--- src/sv/sled_pkg.sv ---
// shared types and constants of the string literal escape decoder
package sled_pkg;

    localparam int CP_WIDTH    = 21;
    localparam int CHAR_WIDTH  = 32;
    localparam int QUEUE_DEPTH = 4;

    localparam logic [1:0] KIND_CHAR = 2'd0;
    localparam logic [1:0] KIND_OK   = 2'd1;
    localparam logic [1:0] KIND_BAD  = 2'd2;

    typedef struct packed {
        logic [1:0]            nchars;
        logic [CHAR_WIDTH-1:0] ch0;
        logic [CHAR_WIDTH-1:0] ch1;
        logic                  has_end;
        logic                  end_bad;
    } bundle_t;

endpackage

--- src/sv/sled_front.sv ---
// front end: takes code points, tracks escape state and builds result bundles
module sled_front
    import sled_pkg::*;
#(
    parameter int VALUE_WIDTH = 32
)
(
    input  logic                clk,
    input  logic                rst_n,
    input  logic                item_valid,
    output logic                item_stall,
    input  logic [CP_WIDTH-1:0] code_point,
    input  logic                token_end,
    input  logic                queue_full,
    output logic                push,
    output bundle_t             push_data
);

    typedef enum logic [2:0] {
        PH_START,
        PH_BODY,
        PH_ESC,
        PH_HEX,
        PH_DEC,
        PH_OCT,
        PH_UNI,
        PH_AFTER
    } phase_t;

    localparam logic [CP_WIDTH-1:0] CH_QUOTE  = 21'h22;
    localparam logic [CP_WIDTH-1:0] CH_BSLASH = 21'h5C;
    localparam logic [CP_WIDTH-1:0] CH_CR     = 21'h0D;
    localparam logic [CP_WIDTH-1:0] CH_LF     = 21'h0A;
    localparam logic [CP_WIDTH-1:0] CH_ZERO   = 21'h30;
    localparam logic [CP_WIDTH-1:0] CH_SEVEN  = 21'h37;
    localparam logic [CP_WIDTH-1:0] CH_NINE   = 21'h39;
    localparam logic [CP_WIDTH-1:0] CH_A_UP   = 21'h41;
    localparam logic [CP_WIDTH-1:0] CH_F_UP   = 21'h46;
    localparam logic [CP_WIDTH-1:0] CH_A_LO   = 21'h61;
    localparam logic [CP_WIDTH-1:0] CH_F_LO   = 21'h66;
    localparam logic [CP_WIDTH-1:0] CH_X_UP   = 21'h58;
    localparam logic [CP_WIDTH-1:0] CH_X_LO   = 21'h78;
    localparam logic [CP_WIDTH-1:0] CH_D_UP   = 21'h44;
    localparam logic [CP_WIDTH-1:0] CH_D_LO   = 21'h64;
    localparam logic [CP_WIDTH-1:0] CH_U_UP   = 21'h55;
    localparam logic [CP_WIDTH-1:0] CH_U_LO   = 21'h75;
    localparam logic [CP_WIDTH-1:0] CH_B_LO   = 21'h62;
    localparam logic [CP_WIDTH-1:0] CH_N_LO   = 21'h6E;
    localparam logic [CP_WIDTH-1:0] CH_R_LO   = 21'h72;
    localparam logic [CP_WIDTH-1:0] CH_T_LO   = 21'h74;
    localparam logic [CP_WIDTH-1:0] CH_V_LO   = 21'h76;

    localparam logic [3:0] UNI_SHORT = 4'd4;
    localparam logic [3:0] UNI_LONG  = 4'd8;

    phase_t                 phase_reg, phase_next;
    logic [VALUE_WIDTH-1:0] acc_reg, acc_next;
    logic [3:0]             left_reg, left_next;
    logic                   inv_reg, inv_next;

    logic                   accept;
    logic                   is_hex;
    logic [3:0]             hex_val;
    logic                   is_dec;
    logic                   is_oct;
    logic                   do_body;
    logic [VALUE_WIDTH-1:0] acc_x16, acc_x10, acc_x8;
    bundle_t                bnd;

    function automatic bundle_t add_char(bundle_t b, logic [CHAR_WIDTH-1:0] v);
        bundle_t r;
        r = b;
        if (b.nchars == 2'd0)
        begin
            r.ch0 = v;
        end
        else
        begin
            r.ch1 = v;
        end
        r.nchars = b.nchars + 2'd1;
        return r;
    endfunction

    function automatic logic [CHAR_WIDTH-1:0] esc_map(logic [CP_WIDTH-1:0] c);
        logic [CHAR_WIDTH-1:0] v;
        case (c)
            CH_A_LO: v = 32'd7;
            CH_B_LO: v = 32'd8;
            CH_F_LO: v = 32'd12;
            CH_N_LO: v = 32'd10;
            CH_R_LO: v = 32'd13;
            CH_T_LO: v = 32'd9;
            CH_V_LO: v = 32'd11;
            default: v = CHAR_WIDTH'(c);
        endcase
        return v;
    endfunction

    assign item_stall = queue_full;
    assign accept     = item_valid && !queue_full;

    always_comb
    begin
        is_hex  = 1'b0;
        hex_val = code_point[3:0];
        if (code_point >= CH_ZERO && code_point <= CH_NINE)
        begin
            is_hex = 1'b1;
        end
        else if ((code_point >= CH_A_UP && code_point <= CH_F_UP) ||
                 (code_point >= CH_A_LO && code_point <= CH_F_LO))
        begin
            is_hex  = 1'b1;
            hex_val = code_point[3:0] + 4'd9;
        end
    end

    assign is_dec  = code_point >= CH_ZERO && code_point <= CH_NINE;
    assign is_oct  = code_point >= CH_ZERO && code_point <= CH_SEVEN;
    assign acc_x16 = acc_reg << 4;
    assign acc_x8  = acc_reg << 3;
    assign acc_x10 = (acc_reg << 3) + (acc_reg << 1);

    always_comb
    begin
        phase_next = phase_reg;
        acc_next   = acc_reg;
        left_next  = left_reg;
        inv_next   = inv_reg;
        bnd        = '0;
        do_body    = 1'b0;
        case (phase_reg)
            PH_BODY:
            begin
                do_body = 1'b1;
            end
            PH_ESC:
            begin
                acc_next = '0;
                if (code_point == CH_X_LO || code_point == CH_X_UP)
                begin
                    phase_next = PH_HEX;
                end
                else if (code_point == CH_D_LO || code_point == CH_D_UP)
                begin
                    phase_next = PH_DEC;
                end
                else if (is_oct)
                begin
                    acc_next   = VALUE_WIDTH'(code_point[2:0]);
                    phase_next = PH_OCT;
                end
                else if (code_point == CH_U_LO)
                begin
                    left_next  = UNI_SHORT;
                    phase_next = PH_UNI;
                end
                else if (code_point == CH_U_UP)
                begin
                    left_next  = UNI_LONG;
                    phase_next = PH_UNI;
                end
                else
                begin
                    bnd        = add_char(bnd, esc_map(code_point));
                    phase_next = PH_BODY;
                end
            end
            PH_HEX:
            begin
                if (is_hex)
                begin
                    acc_next = acc_x16 + VALUE_WIDTH'(hex_val);
                end
                else
                begin
                    bnd        = add_char(bnd, CHAR_WIDTH'(acc_reg));
                    acc_next   = '0;
                    phase_next = PH_BODY;
                    do_body    = 1'b1;
                end
            end
            PH_DEC:
            begin
                if (is_dec)
                begin
                    acc_next = acc_x10 + VALUE_WIDTH'(code_point[3:0]);
                end
                else
                begin
                    bnd        = add_char(bnd, CHAR_WIDTH'(acc_reg));
                    acc_next   = '0;
                    phase_next = PH_BODY;
                    do_body    = 1'b1;
                end
            end
            PH_OCT:
            begin
                if (is_oct)
                begin
                    acc_next = acc_x8 + VALUE_WIDTH'(code_point[2:0]);
                end
                else
                begin
                    bnd        = add_char(bnd, CHAR_WIDTH'(acc_reg));
                    acc_next   = '0;
                    phase_next = PH_BODY;
                    do_body    = 1'b1;
                end
            end
            PH_UNI:
            begin
                if (is_hex)
                begin
                    acc_next = acc_x16 + VALUE_WIDTH'(hex_val);
                end
                left_next = left_reg - 4'd1;
                if (left_next == 4'd0)
                begin
                    bnd        = add_char(bnd, CHAR_WIDTH'(acc_next));
                    acc_next   = '0;
                    phase_next = PH_BODY;
                end
            end
            PH_AFTER:
            begin
                inv_next = 1'b1;
            end
            default:
            begin
                phase_next = PH_BODY;
                if (code_point != CH_QUOTE)
                begin
                    do_body = 1'b1;
                end
            end
        endcase

        if (do_body)
        begin
            if (code_point == CH_QUOTE)
            begin
                phase_next = PH_AFTER;
            end
            else if (code_point == CH_CR || code_point == CH_LF)
            begin
                inv_next   = 1'b1;
                phase_next = PH_AFTER;
            end
            else if (code_point == CH_BSLASH)
            begin
                phase_next = PH_ESC;
            end
            else
            begin
                bnd = add_char(bnd, CHAR_WIDTH'(code_point));
            end
        end

        if (token_end)
        begin
            if (phase_next == PH_ESC)
            begin
                bnd = add_char(bnd, '0);
            end
            else if (phase_next == PH_HEX || phase_next == PH_DEC || phase_next == PH_OCT)
            begin
                bnd = add_char(bnd, CHAR_WIDTH'(acc_next));
            end
            else if (phase_next == PH_UNI && left_next != 4'd0)
            begin
                inv_next = 1'b1;
            end
            bnd.has_end = 1'b1;
            bnd.end_bad = inv_next;
            phase_next  = PH_START;
            acc_next    = '0;
            left_next   = '0;
            inv_next    = 1'b0;
        end
    end

    assign push      = accept && (bnd.nchars != 2'd0 || bnd.has_end);
    assign push_data = bnd;

    always_ff @(posedge clk or negedge rst_n)
    begin
        if (!rst_n)
        begin
            phase_reg <= PH_START;
            acc_reg   <= '0;
            left_reg  <= '0;
            inv_reg   <= 1'b0;
        end
        else if (accept)
        begin
            phase_reg <= phase_next;
            acc_reg   <= acc_next;
            left_reg  <= left_next;
            inv_reg   <= inv_next;
        end
    end

endmodule

--- src/sv/sled_queue.sv ---
// short bundle queue between the front end and the result sequencer
module sled_queue
    import sled_pkg::*;
(
    input  logic    clk,
    input  logic    rst_n,
    input  logic    push,
    input  bundle_t push_data,
    output logic    full,
    input  logic    pop,
    output bundle_t head,
    output logic    empty
);

    localparam int PW = $clog2(QUEUE_DEPTH);
    localparam int CW = $clog2(QUEUE_DEPTH + 1);

    bundle_t         store_reg [QUEUE_DEPTH];
    logic [PW-1:0]   wr_ptr_reg, wr_ptr_next;
    logic [PW-1:0]   rd_ptr_reg, rd_ptr_next;
    logic [CW-1:0]   count_reg, count_next;

    assign full  = count_reg == CW'(QUEUE_DEPTH);
    assign empty = count_reg == '0;
    assign head  = store_reg[rd_ptr_reg];

    always_comb
    begin
        wr_ptr_next = wr_ptr_reg;
        rd_ptr_next = rd_ptr_reg;
        count_next  = count_reg;
        if (push)
        begin
            wr_ptr_next = (wr_ptr_reg == PW'(QUEUE_DEPTH - 1)) ? '0 : wr_ptr_reg + PW'(1);
        end
        if (pop)
        begin
            rd_ptr_next = (rd_ptr_reg == PW'(QUEUE_DEPTH - 1)) ? '0 : rd_ptr_reg + PW'(1);
        end
        if (push && !pop)
        begin
            count_next = count_reg + CW'(1);
        end
        else if (pop && !push)
        begin
            count_next = count_reg - CW'(1);
        end
    end

    always_ff @(posedge clk)
    begin
        if (push)
        begin
            store_reg[wr_ptr_reg] <= push_data;
        end
    end

    always_ff @(posedge clk or negedge rst_n)
    begin
        if (!rst_n)
        begin
            wr_ptr_reg <= '0;
            rd_ptr_reg <= '0;
            count_reg  <= '0;
        end
        else
        begin
            wr_ptr_reg <= wr_ptr_next;
            rd_ptr_reg <= rd_ptr_next;
            count_reg  <= count_next;
        end
    end

endmodule

--- src/sv/sled_back.sv ---
// back end: steps through the results of the head bundle
module sled_back
    import sled_pkg::*;
(
    input  logic                  clk,
    input  logic                  rst_n,
    input  bundle_t               head,
    input  logic                  empty,
    output logic                  pop,
    output logic                  result_valid,
    input  logic                  result_stall,
    output logic [1:0]            result_kind,
    output logic [CHAR_WIDTH-1:0] char_value,
    output logic                  run_last
);

    logic [1:0] sub_reg, sub_next;
    logic [1:0] total;
    logic       fire;

    assign total        = head.nchars + {1'b0, head.has_end};
    assign result_valid = !empty;
    assign run_last     = sub_reg == total - 2'd1;
    assign fire         = result_valid && !result_stall;
    assign pop          = fire && run_last;

    always_comb
    begin
        if (sub_reg < head.nchars)
        begin
            result_kind = KIND_CHAR;
            char_value  = (sub_reg == 2'd0) ? head.ch0 : head.ch1;
        end
        else
        begin
            result_kind = head.end_bad ? KIND_BAD : KIND_OK;
            char_value  = '0;
        end
    end

    always_comb
    begin
        sub_next = sub_reg;
        if (pop)
        begin
            sub_next = '0;
        end
        else if (fire)
        begin
            sub_next = sub_reg + 2'd1;
        end
    end

    always_ff @(posedge clk or negedge rst_n)
    begin
        if (!rst_n)
        begin
            sub_reg <= '0;
        end
        else
        begin
            sub_reg <= sub_next;
        end
    end

endmodule

--- src/sv/string_literal_escape_decoder_core.sv ---
// top level of the string literal escape decoder
//
//  channel  | direction | handshake                  | payload
//  item     | in        | item_valid / item_stall     | code_point, token_end
//  result   | out       | result_valid / result_stall | result_kind, char_value, run_last
//
// the front end takes one code point per cycle while the bundle queue has room
// each item yields zero to three results; the back end gives one per cycle unless stalled
// so an item with several results holds its queue entry until the last one is taken
// an item's results enter the queue when it is taken and follow all earlier results
// reset clears decoder state and empties the queue; result_stall only backs up the queue
module string_literal_escape_decoder_core
    import sled_pkg::*;
#(
    parameter int VALUE_WIDTH = 32
)
(
    input  logic                  clk,
    input  logic                  rst_n,
    input  logic                  item_valid,
    output logic                  item_stall,
    input  logic [CP_WIDTH-1:0]   code_point,
    input  logic                  token_end,
    output logic                  result_valid,
    input  logic                  result_stall,
    output logic [1:0]            result_kind,
    output logic [CHAR_WIDTH-1:0] char_value,
    output logic                  run_last
);

    logic    push;
    bundle_t push_data;
    logic    full;
    logic    pop;
    bundle_t head;
    logic    empty;

    sled_front #(
        .VALUE_WIDTH(VALUE_WIDTH)
    ) u_front (
        .clk       (clk),
        .rst_n     (rst_n),
        .item_valid(item_valid),
        .item_stall(item_stall),
        .code_point(code_point),
        .token_end (token_end),
        .queue_full(full),
        .push      (push),
        .push_data (push_data)
    );

    sled_queue u_queue (
        .clk      (clk),
        .rst_n    (rst_n),
        .push     (push),
        .push_data(push_data),
        .full     (full),
        .pop      (pop),
        .head     (head),
        .empty    (empty)
    );

    sled_back u_back (
        .clk         (clk),
        .rst_n       (rst_n),
        .head        (head),
        .empty       (empty),
        .pop         (pop),
        .result_valid(result_valid),
        .result_stall(result_stall),
        .result_kind (result_kind),
        .char_value  (char_value),
        .run_last    (run_last)
    );

endmodule

--- config.mk ---
export PLATFORM = sky130hd
export DESIGN_NAME = string_literal_escape_decoder_core
export DESIGN_NICKNAME = d
export VERILOG_FILES = /design/src/sv/sled_pkg.sv /design/src/sv/sled_front.sv /design/src/sv/sled_queue.sv /design/src/sv/sled_back.sv /design/src/sv/string_literal_escape_decoder_core.sv
export SDC_FILE = /design/constraint.sdc
export NUM_CORES = 1
export LEC_CHECK = 0
export BUFFER_PORTS_ARGS = -buffer_cell sky130_fd_sc_hd__buf_2
export CORE_ASPECT_RATIO = 0.5
export CORE_MARGIN = 3
export CORE_UTILIZATION = 40
export DETAILED_ROUTE_END_ITERATION = 7
export GPL_ROUTABILITY_DRIVEN = 0
export PLACE_DENSITY = 0.57
export SYNTH_ARGS = -nofsm -noshare
export SYNTH_HDL_FRONTEND = slang
export SYNTH_HIERARCHICAL = 1
export SYNTH_SLANG_ARGS = --single-unit
--- constraint.sdc ---
create_clock -name clk -period 5.1 [get_ports clk]
set_clock_uncertainty 0.15 [all_clocks]
set_input_delay 1.275 -clock clk [delete_from_list [all_inputs] [get_ports clk]]
set_output_delay 1.275 -clock clk [all_outputs]
set_load 0.03 [all_outputs]
## After elaboration in Yosys (flattened, before gate mapping)

Memories as Yosys holds them, arrays and structs flattened.
Index checks and enable logic that the tools add are counted.

| word-level totals | value |
|---|---|
| logic and storage cells | 185 |
| output and inout port bits | 37 |
| RAM bits | 272 |
| memories | 1 |
| register bits after elaboration | 49 |
| bits of input ports | 26 |

Memories:

| memory | depth | bits a word | read ports | clocked after memory_dff | wr ports | line | source |
|---|---|---|---|---|---|---|---|
| u_queue.store_reg | 4 | 68 | 1 | 0 | 1 | sled_queue.sv:18 | `bundle_t store_reg [QUEUE_DEPTH];` |

| operators by class | value |
|---|---|
| reductions and logical operators | 34 |
| multiplexer cells | 85 |
| magnitude comparators | 8 |
| $add $sub $neg | 15 |
| eq/ne operators | 34 |

Operators by type and width:

| operator | count |
|---|---|
| 68-bit two-way mux | 11 |
| 32-bit two-way mux | 16 |
| 68-bit one-hot mux with 5 select lines | 1 |
| 67-bit two-way mux | 5 |
| 21-bit by 7-bit equality test with 1-bit output, second input constant | 14 |
| 32-bit one-hot mux with 5 select lines | 1 |
| 21-bit one-hot mux with 7 select lines | 1 |
| 32-bit by 4-bit adder with 32-bit output | 2 |
| 3-bit two-way mux | 17 |
| 21-bit by 4-bit equality test with 1-bit output, second input constant | 2 |
| 21-bit by 7-bit >= comparator with 1-bit output, second input constant | 2 |
| 21-bit by 6-bit less-or-equal comparator with 1-bit output, second input constant | 2 |
| 21-bit by 7-bit less-or-equal comparator with 1-bit output, second input constant | 2 |
| 32-bit by 3-bit adder with 32-bit output | 1 |
| 32-bit adder | 1 |
| 4-bit two-way mux | 8 |
| 3-bit equality test, second input constant | 8 |
| 21-bit by 6-bit equality test with 1-bit output, second input constant | 1 |
| 21-bit by 6-bit >= comparator with 1-bit output, second input constant | 1 |
| 21-bit by 6-bit inequality test with 1-bit output, second input constant | 1 |
| 3-bit one-hot mux with 6 select lines | 1 |
| 1-bit two-way mux | 16 |
| 3-bit by 2-bit equality test with 1-bit output, second input constant | 4 |
| 2-bit two-way mux | 6 |
| other kinds (23) | 52 |

## Depth between registers and ports, before layout

| depth | value |
|---|---|
| depth in word-level cells | 27 |
| gate-level depth with buffers | 19 |

## Hierarchy

Netlist, hierarchy kept.

Modules (own cells, without submodules):

| module | instances | seq. area each (um^2) | area an instance (um^2) | cells an instance |
|---|---|---|---|---|
| sled_queue | 1 | 8343.0 | 10307.4 | 393 |
| sled_front | 1 | 1001.0 | 6508.7 | 893 |
| sled_back | 1 | 50.0 | 735.7 | 98 |

## Least setup slack after synthesis

Ideal clock, no wire load.

| path | value |
|---|---|
| path kind | in2reg |
| from | in code_point[15] |
| to | mem u_queue/store_reg[2][0] (netlist bit) (enable) |
| path slack | -1.297 ns |
| data arrival time | 5.814 ns |
| required time | 4.517 ns |
| cell stages on the path | 12 |
| path buffers | 1 |
| setup time | 0.433 ns |
| path through | or4_1 clkbuf_2 nor4b_4 a22oi_1 o21ai_4 nor2_1 a21oi_1 nand3_1 ha_1 mux2i_1 a31oi_1 and2_1 |

| between the ends | value |
|---|---|
| word-level cells in the longest chain between the ends | 22 |
| elaborated cells on any way between the ends | 75 |

RTL lines:

| what | line | source |
|---|---|---|
| start, declared | string_literal_escape_decoder_core.sv:22 | `input logic [CP_WIDTH-1:0] code_point,` |
| parallel branches: the longest is 16 deep, another holds 21-bit by 7-bit >= comparator with 1-bit output | -- |  |
| 68-bit two-way mux (*) | sled_front.sv:261 | `if (token_end)` |
| 2-bit nonzero test | sled_front.sv:284 | `assign push = accept && (bnd.nchars != 2'd0 \|\| bnd.has_end);` |
| 1-bit logical OR (*) | sled_front.sv:284 |  |
| 1-bit logical AND (*) | sled_front.sv:284 |  |
| net push | string_literal_escape_decoder_core.sv:31 | `logic push;` |
| 1-bit two-way mux (*) | sled_queue.sv:52 | `if (push)` |
| 1-bit two-way mux (not written as such) (*) | sled_queue.sv:54 | `store_reg[wr_ptr_reg] <= push_data;` |
| end, declared | sled_queue.sv:18 |  |

Mark *: on every way through the listed nets, which the timed path passes.

==> results.txt <==
The flow ran to the end, and the final reports show no timing, DRC or antenna violations. The final-report max-slew violation count is 0. The number of unique standard cell types used by synthesis came out at 85. The number of buffers on the longest clock path came out at 3.

The overall routing resource usage is 22.7%. CTS built an H-tree with a depth of 1. The layout net count is 1654. The worst setup path is captured at a flip-flop. The instance count of the mapped netlist is 1384. The final hold violation count came out at 0. The number of hold buffers added after CTS is 0. The number of DRC markers in iteration 0 came out at 1421. The core region area came out at 42600 um2.

The total of flip-flops plus latches after synthesis came out at 321. The slew of the pin with the lowest slew margin came out at 1420 ps. TritonCTS created 31 clock buffers. The Yosys step of the flow raised 6 warnings. The cell sitting at the root of the clock tree is a clkbuf_16.

At the later pin of the worst-skew pair, clock insertion delay measures 600 ps. The fraction of the mapped netlist area in compound gates came out at 15.0%. The per-cell routed wire length came out at 24.7 um. The signal on the critical path passes through buf_2 -> or4_1 -> buf_4 -> nor4_1 -> nor4b_1 -> a311oi_1 -> a31o_1 -> a221oi_4 -> and2b_2 -> a21boi_4 -> nor3_1 -> a22o_1. The net count of the mapped netlist came out at 1488. The leakage power came out at 7.88 nW. Setup repair after global routing left no endpoint under its margin. The number of max-cap violations is 0. For this configuration, the core starts out at a cell density of 41.2%. Summed over all layers, the routed wires come to 53.2 mm. The total power after layout is 9.34 mW. Counting I/O delays and the setup requirement, the final critical path takes 4990 ps. The maximum number of pins on one net before global-route repair is 63. The number of global-route vias before repair was 12900. The floorplan step defined a die boundary enclosing 46600 um2. On the critical path, the stage with the largest delay is an instance of nor3_1.

Static timing analysis puts the maximum clock frequency at 0.200 GHz. The horizontal die dimension is 302 um. The via total after detailed routing came out at 12800. The peak fanout along the critical path is 6. Once detail routing completed, the nets flagged for antenna violations numbered 0. The worst stage delay on the critical path came out at 890 ps. The xor and xnor area share after synthesis came out at 1.85%. The buffers inserted during post-CTS setup optimization is 0. After synthesis, the largest family of logic cells by area is compound AO/OA/AOI/OAI gates. After Yosys synthesis, full adders, half adders and majority gates account for 5.69% of the synthesized area. The number of antenna violations at the first check in global routing came out at 0. The number of standard-cell rows in the floorplan came out at 53. The number of sinks handled by clock tree synthesis is 321. Sequential cells were found to cover 53.5% of the synthesized design area. From synthesis to final layout, the design area changed by 17.9%. Across the VDD grid, the largest voltage drop is 0.299 mV.

The register with the most flip-flops in the layout has 272 of them. In this run, synthesis inferred 272 flip-flops with an integrated enable. The number of detailed-routing iterations run before antenna repair came out at 5. The simple-gate portion of the synthesized area is 9.30%. The post-synthesis instance area is 17600 um2. The pre-CTS worst setup slack is -350 ps. Data arrives at the worst endpoint at 5260 ps.

The path class of the tightest hold or removal check is flip-flop to flip-flop. The family with the most delay on the worst path is simple AND/OR/NAND/NOR gates. The floorplan die height came out at 154 um. TritonCTS built the clock tree.

The power density over the cells came out at 452 nW/um2. Detailed placement finished with a half-perimeter wire length of 38.2 mm. For this run, the share of the core covered by cells in the final layout is 48.5%. The clock-pin slew of the registers on the worst-case setup and hold paths came out at 60 ps. The relative slew slack came out at 5.28%. Buffers placed on the I/O ports in this run total 62. The worst setup margin came out at 107 ps.

The antenna cell count is 0. For this design the top-level I/O count stands at 63. Setup violations remaining at the end of the flow were counted as 0. The via-per-instance ratio is 5.97. STA classifies the critical path startpoint as a primary input.

The critical path required time is 5360 ps. Post-CTS repair changed the size of 0 cells. In the routed design, unresolved DRC markers number 0.

The global-route wire length before repair came out at 80.3 mm. Counting both buffers and inverters, the worst setup path holds a total of 2. In this run the mean area of a mapped cell was 12.7 um2. The startpoint-to-endpoint class of the critical path is primary input to flip-flop. The final critical path takes up 97.9% of the cycle. In the synthesized netlist the dominant register cell turns out to be edfxtp_1. Cells with a size suffix above 1 make up 25.3% of the layout.

The leftover overflow at the end of global routing came out at 0. In the synthesized netlist, mux cells make up 11.0% of the area. The share of async-settable or async-resettable flops after synthesis is 15.3%.
==> where the power goes <==
group / leakage, nW / switching [mW] / total (mW) / internal, mW
Combinational: 4.19 / 2.05 / 3.34 / 1.29
Clock: 0.522 / 1.02 / 2.45 / 1.42
Sequential: 3.16 / 0.208 / 3.56 / 3.35
Total: 7.88 / 3.28 / 9.34 / 6.06
==> layout by cell type, fill, tap and decap left out, types with 17 or more instances in the layout <==
master     instances
dfrtp_1           47
o22ai_2           20
nand2_1          114
nor3_1            17
ha_1              73
xnor2_1           24
edfxtp_1         272
buf_2             62
mux4_2            68
o21ai_0           93
a22o_1            36
clkbuf_16         31
buf_4            135
a22oi_1           19
nor2_1            88
inv_1             33
mux2i_1           35
a21oi_1           84
a21o_1            19
==> worst paths after layout <==
check / cells after the start / endpoint / start / slack (ps)
setup reg to reg: 14 / u_queue/store_reg[2][33] / u_front/acc_reg[2] / 850
min in group asynchronous: 1 / u_front/inv_reg / rst_n / 550
setup / recovery: 12 / u_queue/store_reg[0][12] / code_point[15] / 110
hold / removal: 1 / u_queue/count_reg[2] / u_queue/count_reg[2] / 340
hold reg to reg: 1 / u_queue/count_reg[2] / u_queue/count_reg[2] / 340
max in group asynchronous: 2 / u_queue/rd_ptr_reg[0] / rst_n / 3300
==> layout make-up <==
type                            instances  area, um2
Fill cell                            3761      22000
Sequential cell                       321       9400
Timing Repair Buffer                  213       1640
Clock buffer                           40        840
Clock inverter                         18        238
Multi-Input combinational cell        950       7720
Inverter                               33        124
Tap cell                              577        722
==> cells by family after synthesis <==
logic type / Yosys count
fa+ha+maj: 78
xor+xnor: 37
flops: 321
mux: 107
compound gates: 390
simple gates: 338
buf+inv: 113
==> per-layer routing <==
layer	part of all wire, %	up-vias	global-route usage (%)
met5	0	-	0
met4	3.0	0	6.20
met3	11	89	6.36
met2	41	623	32.6
met1	45	6409	33.6
li1	-	5727	-
==> worst register-to-register path: stages (launching register included) <==
cell and delay, ps:
dfrtp_1 610, fa_1 530, ha_1 330, a211oi_1 310, o21ai_0 200, nand3_1 160
a21oi_1 90, buf_4 170, o21ai_0 240, o21ai_0 190, a2111oi_0 460, a41o_1 150
a21oi_1 70, buf_4 160, nor2_1 240
==> synth_stat cells, types with 5 or more instances <==
| cell type | number | share of area [%] |
|---|---|---|
| a211oi_1 | 5 | 0.21 |
| a21boi_0 | 7 | 0.30 |
| a21o_1 | 19 | 0.81 |
| a21oi_1 | 85 | 2.4 |
| a221oi_1 | 10 | 0.50 |
| a22o_1 | 36 | 1.8 |
| a22oi_1 | 20 | 0.86 |
| a31oi_1 | 12 | 0.43 |
| and2_1 | 17 | 0.61 |
| and3_1 | 5 | 0.18 |
| buf_12 | 7 | 0.80 |
| buf_2 | 12 | 0.34 |
| buf_4 | 5 | 0.21 |
| buf_6 | 9 | 0.58 |
| clkbuf_1 | 44 | 0.94 |
| dfrtp_1 | 49 | 7.0 |
| edfxtp_1 | 272 | 47 |
| ha_1 | 75 | 5.3 |
| inv_1 | 33 | 0.71 |
| mux2i_1 | 36 | 2.1 |
| mux4_2 | 68 | 8.7 |
| nand2_1 | 115 | 2.5 |
| nand2b_1 | 16 | 0.57 |
| nand3_1 | 13 | 0.37 |
| nand4_1 | 7 | 0.25 |
| nor2_1 | 91 | 1.9 |
| nor2b_1 | 10 | 0.36 |
| nor3_1 | 18 | 0.51 |
| nor4_1 | 5 | 0.18 |
| o211ai_1 | 7 | 0.30 |
| o21a_1 | 12 | 0.51 |
| o21ai_0 | 94 | 2.7 |
| o21ai_2 | 11 | 0.55 |
| o22ai_1 | 25 | 0.89 |
| or3_1 | 10 | 0.36 |
| or4_1 | 5 | 0.21 |
| xnor2_1 | 24 | 1.2 |
| xor2_1 | 13 | 0.65 |
==> metrics by stage <==
stage | instances | hold slack (ps) | TNS, ps | cell area [um2]
4_1_cts | 2152 | 345 | 0 | 20700
2_1_floorplan | 1384 | 306 | -406 | 17800
5_1_grt | 2152 | 363 | 0 | 20700
6_report | 2152 | 341 | 0 | 20700
3_5_place_dp | 2094 | 336 | -30300 | 19600
3_3_place_gp | 2094 | 321 | -4760 | 19600
Power figures use the tool's default switching activity.
